<file path="src/rtl/ssed_pkg.sv">
// ----------------------------------------------------------------------------
// Song event stream decoder package
// Types, codes and widths shared by the front parser, the command queue and
// the back end of the song event stream decoder.
// ----------------------------------------------------------------------------
package ssed_pkg;

  localparam int unsigned ByteW    = 8;
  localparam int unsigned ChanW    = 3;
  localparam int unsigned NoteW    = 7;
  localparam int unsigned VelW     = 7;
  localparam int unsigned MsW      = 11;
  localparam int unsigned FpmsW    = 24;
  localparam int unsigned ProdW    = MsW + FpmsW;
  localparam int unsigned FracW    = 16;
  localparam int unsigned FramesW  = 20;
  localparam int unsigned OffsetW  = 16;
  localparam int unsigned CfgIdxW  = 2;
  localparam int unsigned CfgDataW = 24;

  localparam int unsigned CmdDepth = 4;

  localparam logic [FpmsW-1:0]   FpmsReset   = 24'd2890138;
  localparam logic [OffsetW-1:0] OffsetReset = 16'd0;

  localparam logic [3:0] LeadTimedNote = 4'h8;
  localparam logic [3:0] LeadFireNote  = 4'h9;
  localparam logic [4:0] LeadWheel     = 5'b10100;

  typedef enum logic [CfgIdxW-1:0] {
    CFG_FRAME_RATE    = 2'd0,
    CFG_REPEAT_ENABLE = 2'd1,
    CFG_LOOP_OFFSET   = 2'd2
  } cfg_idx_e;

  typedef enum logic [2:0] {
    KIND_DELAY  = 3'd0,
    KIND_TIMED  = 3'd1,
    KIND_FIRE   = 3'd2,
    KIND_WHEEL  = 3'd3,
    KIND_END    = 3'd4
  } kind_e;

  typedef struct packed {
    logic             evt_valid;
    kind_e            kind;
    logic [ChanW-1:0] channel;
    logic [NoteW-1:0] note;
    logic [VelW-1:0]  velocity;
    logic [ByteW-1:0] wheel;
    logic [MsW-1:0]   ms;
    logic             end_flag;
  } cmd_t;

  typedef struct packed {
    logic [FpmsW-1:0]   frame_rate;
    logic               repeat_enable;
    logic [OffsetW-1:0] loop_offset;
  } cfg_t;

endpackage

</file>
<file path="src/rtl/song_event_stream_decoder.sv">
// ----------------------------------------------------------------------------
// Song event stream decoder
// Decodes a compact song byte stream into delay, note, wheel and end events.
// ----------------------------------------------------------------------------
// The decoder takes one song byte per clock cycle while full is low and
// presents results in order while empty is low. A byte that completes an
// event passes from the command queue through the duration multiplier
// register into the output register, where it waits until popped. The
// output register hands over one result per cycle while pop is high, so a
// byte that causes an event and an end result holds it until both are
// popped; the command queue of CmdDepth entries absorbs that while the
// input keeps flowing. Configuration writes are always taken and
// should be made while no item is in flight.
module song_event_stream_decoder #(
  parameter int unsigned CmdDepth = ssed_pkg::CmdDepth
) (
  input  logic                            clk_i,
  input  logic                            rst_ni,
  input  logic                            push,
  output logic                            full,
  input  logic [ssed_pkg::ByteW-1:0]      song_byte_i,
  input  logic                            start_of_pass_i,
  input  logic                            final_byte_i,
  output logic                            empty,
  input  logic                            pop,
  output logic [2:0]                      event_kind_o,
  output logic [ssed_pkg::ChanW-1:0]      channel_o,
  output logic [ssed_pkg::NoteW-1:0]      note_number_o,
  output logic [ssed_pkg::VelW-1:0]       velocity_o,
  output logic [ssed_pkg::ByteW-1:0]      wheel_value_o,
  output logic [ssed_pkg::FramesW-1:0]    frames_o,
  output logic                            restart_o,
  output logic [ssed_pkg::OffsetW-1:0]    restart_offset_o,
  output logic                            last_of_run_o,
  input  logic                            cfg_valid_i,
  output logic                            cfg_ready_o,
  input  logic [ssed_pkg::CfgIdxW-1:0]    cfg_index_i,
  input  logic [ssed_pkg::CfgDataW-1:0]   cfg_data_i
);

  localparam int unsigned CmdW = $bits(ssed_pkg::cmd_t);

  ssed_pkg::cfg_t  cfg_q;
  ssed_pkg::cmd_t  front_cmd, queue_cmd;
  logic [CmdW-1:0] queue_data;
  logic            front_push, queue_empty, queue_pop, accept;

  assign cfg_ready_o = 1'b1;
  assign accept      = push && !full;

  always_ff @(posedge clk_i or negedge rst_ni) begin
    if (!rst_ni) begin
      cfg_q.frame_rate    <= ssed_pkg::FpmsReset;
      cfg_q.repeat_enable <= 1'b0;
      cfg_q.loop_offset   <= ssed_pkg::OffsetReset;
    end else if (cfg_valid_i && cfg_ready_o) begin
      case (cfg_index_i)
        ssed_pkg::CFG_FRAME_RATE:    cfg_q.frame_rate <= cfg_data_i;
        ssed_pkg::CFG_REPEAT_ENABLE: cfg_q.repeat_enable <= cfg_data_i[0];
        ssed_pkg::CFG_LOOP_OFFSET:   cfg_q.loop_offset <= cfg_data_i[ssed_pkg::OffsetW-1:0];
        default: ;
      endcase
    end
  end

  ssed_front u_front (
    .clk_i           (clk_i),
    .rst_ni          (rst_ni),
    .accept_i        (accept),
    .song_byte_i     (song_byte_i),
    .start_of_pass_i (start_of_pass_i),
    .final_byte_i    (final_byte_i),
    .cmd_push_o      (front_push),
    .cmd_o           (front_cmd)
  );

  ssed_fifo #(
    .Width (CmdW),
    .Depth (CmdDepth)
  ) u_cmd_queue (
    .clk_i   (clk_i),
    .rst_ni  (rst_ni),
    .push_i  (front_push),
    .data_i  (front_cmd),
    .full_o  (full),
    .pop_i   (queue_pop),
    .data_o  (queue_data),
    .empty_o (queue_empty)
  );

  assign queue_cmd = ssed_pkg::cmd_t'(queue_data);

  ssed_back u_back (
    .clk_i            (clk_i),
    .rst_ni           (rst_ni),
    .cfg_i            (cfg_q),
    .cmd_valid_i      (!queue_empty),
    .cmd_i            (queue_cmd),
    .cmd_pop_o        (queue_pop),
    .pop_i            (pop),
    .empty_o          (empty),
    .event_kind_o     (event_kind_o),
    .channel_o        (channel_o),
    .note_number_o    (note_number_o),
    .velocity_o       (velocity_o),
    .wheel_value_o    (wheel_value_o),
    .frames_o         (frames_o),
    .restart_o        (restart_o),
    .restart_offset_o (restart_offset_o),
    .last_of_run_o    (last_of_run_o)
  );

endmodule

</file>
<file path="src/rtl/ssed_fifo.sv">
// ----------------------------------------------------------------------------
// Command queue
// A small first-in first-out queue of fixed-width words between the parser
// and the back end.
// ----------------------------------------------------------------------------
module ssed_fifo #(
  parameter int unsigned Width = 8,
  parameter int unsigned Depth = 4
) (
  input  logic             clk_i,
  input  logic             rst_ni,
  input  logic             push_i,
  input  logic [Width-1:0] data_i,
  output logic             full_o,
  input  logic             pop_i,
  output logic [Width-1:0] data_o,
  output logic             empty_o
);

  localparam int unsigned PtrW = (Depth > 1) ? $clog2(Depth) : 1;
  localparam int unsigned CntW = $clog2(Depth + 1);
  localparam logic [PtrW-1:0] LastPtr = PtrW'(Depth - 1);
  localparam logic [CntW-1:0] FullCnt = CntW'(Depth);

  logic [Width-1:0] mem_q [Depth];
  logic [PtrW-1:0]  wr_ptr_q, wr_ptr_d;
  logic [PtrW-1:0]  rd_ptr_q, rd_ptr_d;
  logic [CntW-1:0]  count_q, count_d;
  logic             do_push, do_pop;

  assign full_o  = (count_q == FullCnt);
  assign empty_o = (count_q == '0);
  assign do_push = push_i && !full_o;
  assign do_pop  = pop_i && !empty_o;
  assign data_o  = mem_q[rd_ptr_q];

  always_comb begin
    wr_ptr_d = wr_ptr_q;
    rd_ptr_d = rd_ptr_q;
    count_d  = count_q;
    if (do_push) begin
      wr_ptr_d = (wr_ptr_q == LastPtr) ? '0 : wr_ptr_q + PtrW'(1);
    end
    if (do_pop) begin
      rd_ptr_d = (rd_ptr_q == LastPtr) ? '0 : rd_ptr_q + PtrW'(1);
    end
    if (do_push && !do_pop) begin
      count_d = count_q + CntW'(1);
    end else if (do_pop && !do_push) begin
      count_d = count_q - CntW'(1);
    end
  end

  always_ff @(posedge clk_i or negedge rst_ni) begin
    if (!rst_ni) begin
      wr_ptr_q <= '0;
      rd_ptr_q <= '0;
      count_q  <= '0;
    end else begin
      wr_ptr_q <= wr_ptr_d;
      rd_ptr_q <= rd_ptr_d;
      count_q  <= count_d;
    end
  end

  always_ff @(posedge clk_i) begin
    if (do_push) begin
      mem_q[wr_ptr_q] <= data_i;
    end
  end

endmodule

</file>
<file path="src/rtl/ssed_front.sv">
// ----------------------------------------------------------------------------
// Song stream parser
// Takes song bytes, gathers lead and operand bytes and issues one command
// per byte that completes an event, ends the song, or both.
// ----------------------------------------------------------------------------
module ssed_front (
  input  logic                         clk_i,
  input  logic                         rst_ni,
  input  logic                         accept_i,
  input  logic [ssed_pkg::ByteW-1:0]   song_byte_i,
  input  logic                         start_of_pass_i,
  input  logic                         final_byte_i,
  output logic                         cmd_push_o,
  output ssed_pkg::cmd_t               cmd_o
);

  typedef enum logic [1:0] {
    PH_LEAD = 2'd0,
    PH_OP1  = 2'd1,
    PH_OP2  = 2'd2
  } phase_e;

  phase_e                       phase_q, phase_d, phase_cur;
  logic [ssed_pkg::ByteW-1:0]   lead_q, lead_d;
  logic [ssed_pkg::ByteW-1:0]   oper_q, oper_d;
  logic                         disc_q, disc_d, disc_cur;
  logic                         evt, end_res;
  ssed_pkg::cmd_t               cmd;
  logic [ssed_pkg::ByteW-1:0]   b;

  assign b = song_byte_i;

  always_comb begin
    phase_d   = phase_q;
    lead_d    = lead_q;
    oper_d    = oper_q;
    disc_d    = disc_q;
    evt       = 1'b0;
    end_res   = 1'b0;
    cmd       = '0;
    phase_cur = start_of_pass_i ? PH_LEAD : phase_q;
    disc_cur  = start_of_pass_i ? 1'b0 : disc_q;
    if (start_of_pass_i) begin
      phase_d = PH_LEAD;
      disc_d  = 1'b0;
    end
    if (!disc_cur) begin
      case (phase_cur)
        PH_OP1: begin
          phase_d = PH_LEAD;
          if (lead_q[7:4] == ssed_pkg::LeadTimedNote) begin
            oper_d  = b;
            phase_d = PH_OP2;
          end else if (lead_q[7:4] == ssed_pkg::LeadFireNote) begin
            evt          = 1'b1;
            cmd.kind     = ssed_pkg::KIND_FIRE;
            cmd.channel  = {lead_q[1:0], b[7]};
            cmd.note     = b[6:0];
            cmd.velocity = {1'b0, lead_q[3:2], lead_q[3:2], lead_q[3:2]};
          end else begin
            evt         = 1'b1;
            cmd.kind    = ssed_pkg::KIND_WHEEL;
            cmd.channel = lead_q[2:0];
            cmd.wheel   = b;
          end
        end
        PH_OP2: begin
          phase_d      = PH_LEAD;
          evt          = 1'b1;
          cmd.kind     = ssed_pkg::KIND_TIMED;
          cmd.channel  = oper_q[7:5];
          cmd.note     = {oper_q[4:0], b[7:6]};
          cmd.velocity = {lead_q[3:0], lead_q[3:1]};
          cmd.ms       = {b[5:0], 5'b0};
        end
        default: begin
          phase_d = PH_LEAD;
          if (b == '0) begin
            end_res = 1'b1;
          end else if (!b[7]) begin
            evt      = 1'b1;
            cmd.kind = ssed_pkg::KIND_DELAY;
            cmd.ms   = {4'b0, b[6:0]};
          end else if ((b[7:4] == ssed_pkg::LeadTimedNote) ||
                       (b[7:4] == ssed_pkg::LeadFireNote) ||
                       (b[7:3] == ssed_pkg::LeadWheel)) begin
            lead_d  = b;
            phase_d = PH_OP1;
          end else begin
            end_res = 1'b1;
          end
        end
      endcase
      if (final_byte_i) begin
        end_res = 1'b1;
      end
      if (end_res) begin
        disc_d  = 1'b1;
        phase_d = PH_LEAD;
      end
    end
    cmd.evt_valid = evt;
    cmd.end_flag  = end_res;
  end

  assign cmd_push_o = accept_i && (evt || end_res);
  assign cmd_o      = cmd;

  always_ff @(posedge clk_i or negedge rst_ni) begin
    if (!rst_ni) begin
      phase_q <= PH_LEAD;
      lead_q  <= '0;
      oper_q  <= '0;
      disc_q  <= 1'b0;
    end else if (accept_i) begin
      phase_q <= phase_d;
      lead_q  <= lead_d;
      oper_q  <= oper_d;
      disc_q  <= disc_d;
    end
  end

endmodule

</file>
<file path="src/rtl/ssed_back.sv">
// ----------------------------------------------------------------------------
// Event back end
// Converts durations to frames with a registered multiply and presents each
// command as one or two result items in an output register.
// ----------------------------------------------------------------------------
module ssed_back (
  input  logic                           clk_i,
  input  logic                           rst_ni,
  input  ssed_pkg::cfg_t                 cfg_i,
  input  logic                           cmd_valid_i,
  input  ssed_pkg::cmd_t                 cmd_i,
  output logic                           cmd_pop_o,
  input  logic                           pop_i,
  output logic                           empty_o,
  output logic [2:0]                     event_kind_o,
  output logic [ssed_pkg::ChanW-1:0]     channel_o,
  output logic [ssed_pkg::NoteW-1:0]     note_number_o,
  output logic [ssed_pkg::VelW-1:0]      velocity_o,
  output logic [ssed_pkg::ByteW-1:0]     wheel_value_o,
  output logic [ssed_pkg::FramesW-1:0]   frames_o,
  output logic                           restart_o,
  output logic [ssed_pkg::OffsetW-1:0]   restart_offset_o,
  output logic                           last_of_run_o
);

  localparam int unsigned WholeW = ssed_pkg::ProdW - ssed_pkg::FracW;

  logic                                 a_valid_q;
  ssed_pkg::cmd_t                       a_cmd_q;
  logic [ssed_pkg::ProdW-1:0]           a_prod_q;
  logic                                 b_valid_q;
  ssed_pkg::cmd_t                       b_cmd_q;
  logic [ssed_pkg::FramesW-1:0]         b_frames_q;
  logic                                 b_on_end_q;
  logic [ssed_pkg::FramesW-1:0]         frames_d;
  logic [WholeW-1:0]                    whole;
  logic                                 b_last, b_take, a_take;

  assign b_last    = b_on_end_q || !b_cmd_q.end_flag;
  assign b_take    = !b_valid_q || (pop_i && b_last);
  assign a_take    = !a_valid_q || b_take;
  assign cmd_pop_o = a_take && cmd_valid_i;
  assign whole     = a_prod_q[ssed_pkg::ProdW-1:ssed_pkg::FracW];

  // A nonzero duration never rounds down to zero frames.
  always_comb begin
    if (a_cmd_q.ms == '0) begin
      frames_d = '0;
    end else if (whole == '0) begin
      frames_d = ssed_pkg::FramesW'(1);
    end else begin
      frames_d = ssed_pkg::FramesW'(whole);
    end
  end

  always_ff @(posedge clk_i or negedge rst_ni) begin
    if (!rst_ni) begin
      a_valid_q  <= 1'b0;
      b_valid_q  <= 1'b0;
      b_on_end_q <= 1'b0;
    end else begin
      if (a_take) begin
        a_valid_q <= cmd_valid_i;
      end
      if (b_take) begin
        b_valid_q  <= a_valid_q;
        b_on_end_q <= !a_cmd_q.evt_valid;
      end else if (pop_i && b_valid_q) begin
        b_on_end_q <= 1'b1;
      end
    end
  end

  always_ff @(posedge clk_i) begin
    if (cmd_pop_o) begin
      a_cmd_q  <= cmd_i;
      a_prod_q <= ssed_pkg::ProdW'(cmd_i.ms) * ssed_pkg::ProdW'(cfg_i.frame_rate);
    end
    if (b_take && a_valid_q) begin
      b_cmd_q    <= a_cmd_q;
      b_frames_q <= frames_d;
    end
  end

  always_comb begin
    empty_o       = !b_valid_q;
    last_of_run_o = b_last;
    if (b_on_end_q) begin
      event_kind_o     = ssed_pkg::KIND_END;
      channel_o        = '0;
      note_number_o    = '0;
      velocity_o       = '0;
      wheel_value_o    = '0;
      frames_o         = ssed_pkg::FramesW'(cfg_i.repeat_enable);
      restart_o        = cfg_i.repeat_enable;
      restart_offset_o = cfg_i.repeat_enable ? cfg_i.loop_offset : '0;
    end else begin
      event_kind_o     = b_cmd_q.kind;
      channel_o        = b_cmd_q.channel;
      note_number_o    = b_cmd_q.note;
      velocity_o       = b_cmd_q.velocity;
      wheel_value_o    = b_cmd_q.wheel;
      frames_o         = b_frames_q;
      restart_o        = 1'b0;
      restart_offset_o = '0;
    end
  end

endmodule
</file>
<file path="config.mk">
export PLATFORM = sky130hd
export DESIGN_NAME = song_event_stream_decoder
export DESIGN_NICKNAME = d
export VERILOG_FILES = /design/src/rtl/ssed_pkg.sv /design/src/rtl/song_event_stream_decoder.sv /design/src/rtl/ssed_fifo.sv /design/src/rtl/ssed_front.sv /design/src/rtl/ssed_back.sv
export SDC_FILE = /design/constraint.sdc
export NUM_CORES = 1
export LEC_CHECK = 0
export BUFFER_PORTS_ARGS = -buffer_cell sky130_fd_sc_hd__buf_2
export CAP_MARGIN = 40
export CORE_ASPECT_RATIO = 1.4
export CORE_MARGIN = 2
export CORE_UTILIZATION = 65
export DETAILED_ROUTE_END_ITERATION = 6
export PLACE_DENSITY = 0.87
export SYNTH_ARGS = -nofsm -noshare
export SYNTH_HDL_FRONTEND = slang
export SYNTH_SLANG_ARGS = --single-unit
</file>
<file path="constraint.sdc">
create_clock -name clk_i -period 19.73 [get_ports clk_i]
set_clock_uncertainty 0.15 [all_clocks]
set_input_delay 3.946 -clock clk_i [delete_from_list [all_inputs] [get_ports clk_i]]
set_output_delay 3.946 -clock clk_i [all_outputs]
set_load 0.02 [all_outputs]
</file>
==> out/metrics.cfg <==
[outcome]
status=complete, no violations

[timing]
fin_crit_sh_pct=37.16
max_freq_mhz=136.4
tightest_slew_ns=0.8392
finalSetupViolCount=0
rsz0062_at_grt=false
final_max_slew_viol_count=0
finalSetupTns_ns=0
final-hold-violation-count=0
relSlewSlack_pct=43.62
period_minus_slack_ns=7.332

[logic_synthesis]
syn_area_sq_um=20640
yosys_warnings=0
ys_types=63
syn_nets=1978
synth-async-reset-ratio_pct=21.60
ys.flop_type=edfxtp_1
syn_area_per_cell_sq_um=12.42
syn_inst=1662
synth_seq_cells=324
ys_seq_area_share_pct=45.49
synth_edf_count=254

[layout]
syn_to_final_growth_pct=8.758
final_common_cell=edfxtp_1
fin_cells=2143
layout-drive-gt1-share_pct=16.42
n_antenna_cell=0
num-fill-cells=1947
final_util_pct=71.48
nets=2041
final_cell_mix=edfxtp_1 (254), nand2_1 (213), inv_1 (200)

[route]
routed_via_density=6.118
route.detailed.wl_per_inst_um=22.10
dr.first_iter.drc_count=1006
drt_pass1_iterations=7
routed_wl_um=47360
postRouteAntennaNets=0
drc_errors=0
vias=13110

[setup_path]
critPathKind=reg2reg
crit_start=u_cmd_queue.rd_ptr_q[0]
crit_fanout=41
worstPathArrival_ns=7.51
crit_end=u_back.a_prod_q[30]
cp.required_ns=19.90
reg2reg_depth=20
start_kind=register
r2r-start=u_cmd_queue.rd_ptr_q[0]
reg2reg_to=u_back.a_prod_q[30]
rrSetupSlack_ns=12.40
endpoint_kind=register

[grt]
grt-ovfl-total=0
grt_max_degree=54
grt_util_met2_pct=54.37
top_usage_layer=met2
grt_pass1_wl_um=75550
antenna_found_initial=1
grt_util_met3_pct=3.468
grtUsageTotal_pct=29.57
gr-usage-met1_pct=34.17
grt_pass1_vias=14190

[clocking]
hold_buffers=0
cts-root-buf=clkbuf_16
numCtsBuffers=29
ctsResizeCount=0
cts_max_level=1
clkSinkCount=324
clk_path_buf_depth=3
cts_tree=built
post_cts_buffers=0
clk_latency_ns=0.58
path_clk_slew_ns=0.07

[floorplan]
dieArea_sq_um=33220
ios=110
start_util_pct=65.73
num_rows=77
die_h_um=214.9
die_x_um=154.6
core_sq_um=31410

[placed_design]
hpwlAfterDp_um=33130
dp_cells=2089
io_buffer_count=107
gp_congestion=0.9226

[flow_run]
cap_violations=0

[hold_path]
hp-class=reg2reg

-- critical path, cell delays in order (launching register included) --
cell and delay [ns]:
dfrtp_2 0.36, buf_4 0.63, mux4_2 0.89, and2_1 0.30, fa_1 0.51, fa_1 0.56, inv_1 0.05, fa_1 0.47
inv_1 0.05, fa_1 0.48, inv_1 0.05, fa_1 0.48, inv_1 0.05, ha_1 0.34, nand2_1 0.13, nor4_1 0.70
nand3_1 0.15, a21oi_1 0.28, nor3_1 0.14, o21ai_0 0.22, xor2_1 0.09
-- layer usage --
| layer | routed length, um | up-vias | share of wire, % |
|---|---|---|---|
| met5 | 13 | - | 0.027 |
| met1 | 16170 | 6583 | 34 |
| met4 | 2497 | 2 | 5.3 |
| met2 | 25530 | 687 | 54 |
| li1 | - | 5666 | - |
| met3 | 3147 | 173 | 6.6 |
-- per-stage QoR --
step	setup WS (ns)	area (sq um)	hold slack, ns
finish	12.40	22450	0.2684
global route	12.03	22450	0.2746
CTS	12.43	22450	0.2699
detailed placement	12.41	21510	0.2545
global placement	12.60	21380	0.2525
floorplan	12.99	20640	0.2503
-- synth_stat cells, types with 38 or more instances --
cell / n / area share [%]
edfxtp_1: 254 / 37
nand2_1: 213 / 3.9
inv_1: 201 / 3.7
fa_1: 197 / 19
and2_1: 140 / 4.2
ha_1: 78 / 4.7
clkbuf_1: 74 / 1.3
dfrtp_1: 60 / 7.3
mux2_2: 57 / 3.1
nor2b_1: 51 / 1.5
a21oi_1: 48 / 1.2
mux4_2: 38 / 4.1
-- cell type report --
class | instances | area [sq um] | area share [%]
clock inverter | 8 | 108.9 | 0.4848
sequential | 324 | 9394 | 41.84
multi-input combinational | 1050 | 10150 | 45.22
timing repair buffer | 119 | 718.2 | 3.199
tap | 395 | 494.2 | 2.201
clock buffer | 46 | 829.5 | 3.695
inverter | 201 | 754.5 | 3.360
-- cell families after synthesis --
group,count (synthesis),share of synthesized area [%]
fa+ha+maj,275,23.83
other cells,2,0.03638
xor+xnor,22,0.9334
flops,324,45.49
compound gates,130,3.934
simple gates,525,13.09
mux,96,7.303
buf+inv,288,5.382
-- sequential cells by signal, indices dropped and copies added, names as in the netlist --
signal and cells:
u_back.b_valid_q 1, u_cmd_queue.rd_ptr_q 2, u_front.lead_q 8, u_back.a_prod_q 19, u_cmd_queue.mem_q 152, u_back.b_cmd_q 26, u_back.a_valid_q 1, u_front.disc_q 1
u_back.b_frames_q 19, u_back.b_on_end_q 1, u_front.oper_q 8, u_cmd_queue.wr_ptr_q 2, u_cmd_queue.count_q 3, cfg_q 41, u_front.phase_q 2, u_back.a_cmd_q 38
-- worst min path at each step --
stage,start,to,slack (ns),cells past startpoint
2_1_floorplan,u_back.a_cmd_q[0],u_back.b_cmd_q[0],0.25,0
3_3_place_gp,u_back.a_cmd_q[29],u_back.b_cmd_q[29],0.25,0
6_report,u_back.a_cmd_q[29],u_back.b_cmd_q[29],0.27,0
4_1_cts,u_back.a_cmd_q[29],u_back.b_cmd_q[29],0.27,0
5_1_grt,u_back.a_cmd_q[29],u_back.b_cmd_q[29],0.27,0
3_5_place_dp,u_back.a_cmd_q[29],u_back.b_cmd_q[29],0.25,0
Power is left out: the tool's default activity adds up to more than one toggle a clock period on the data nets, which glitch-free logic cannot reach.
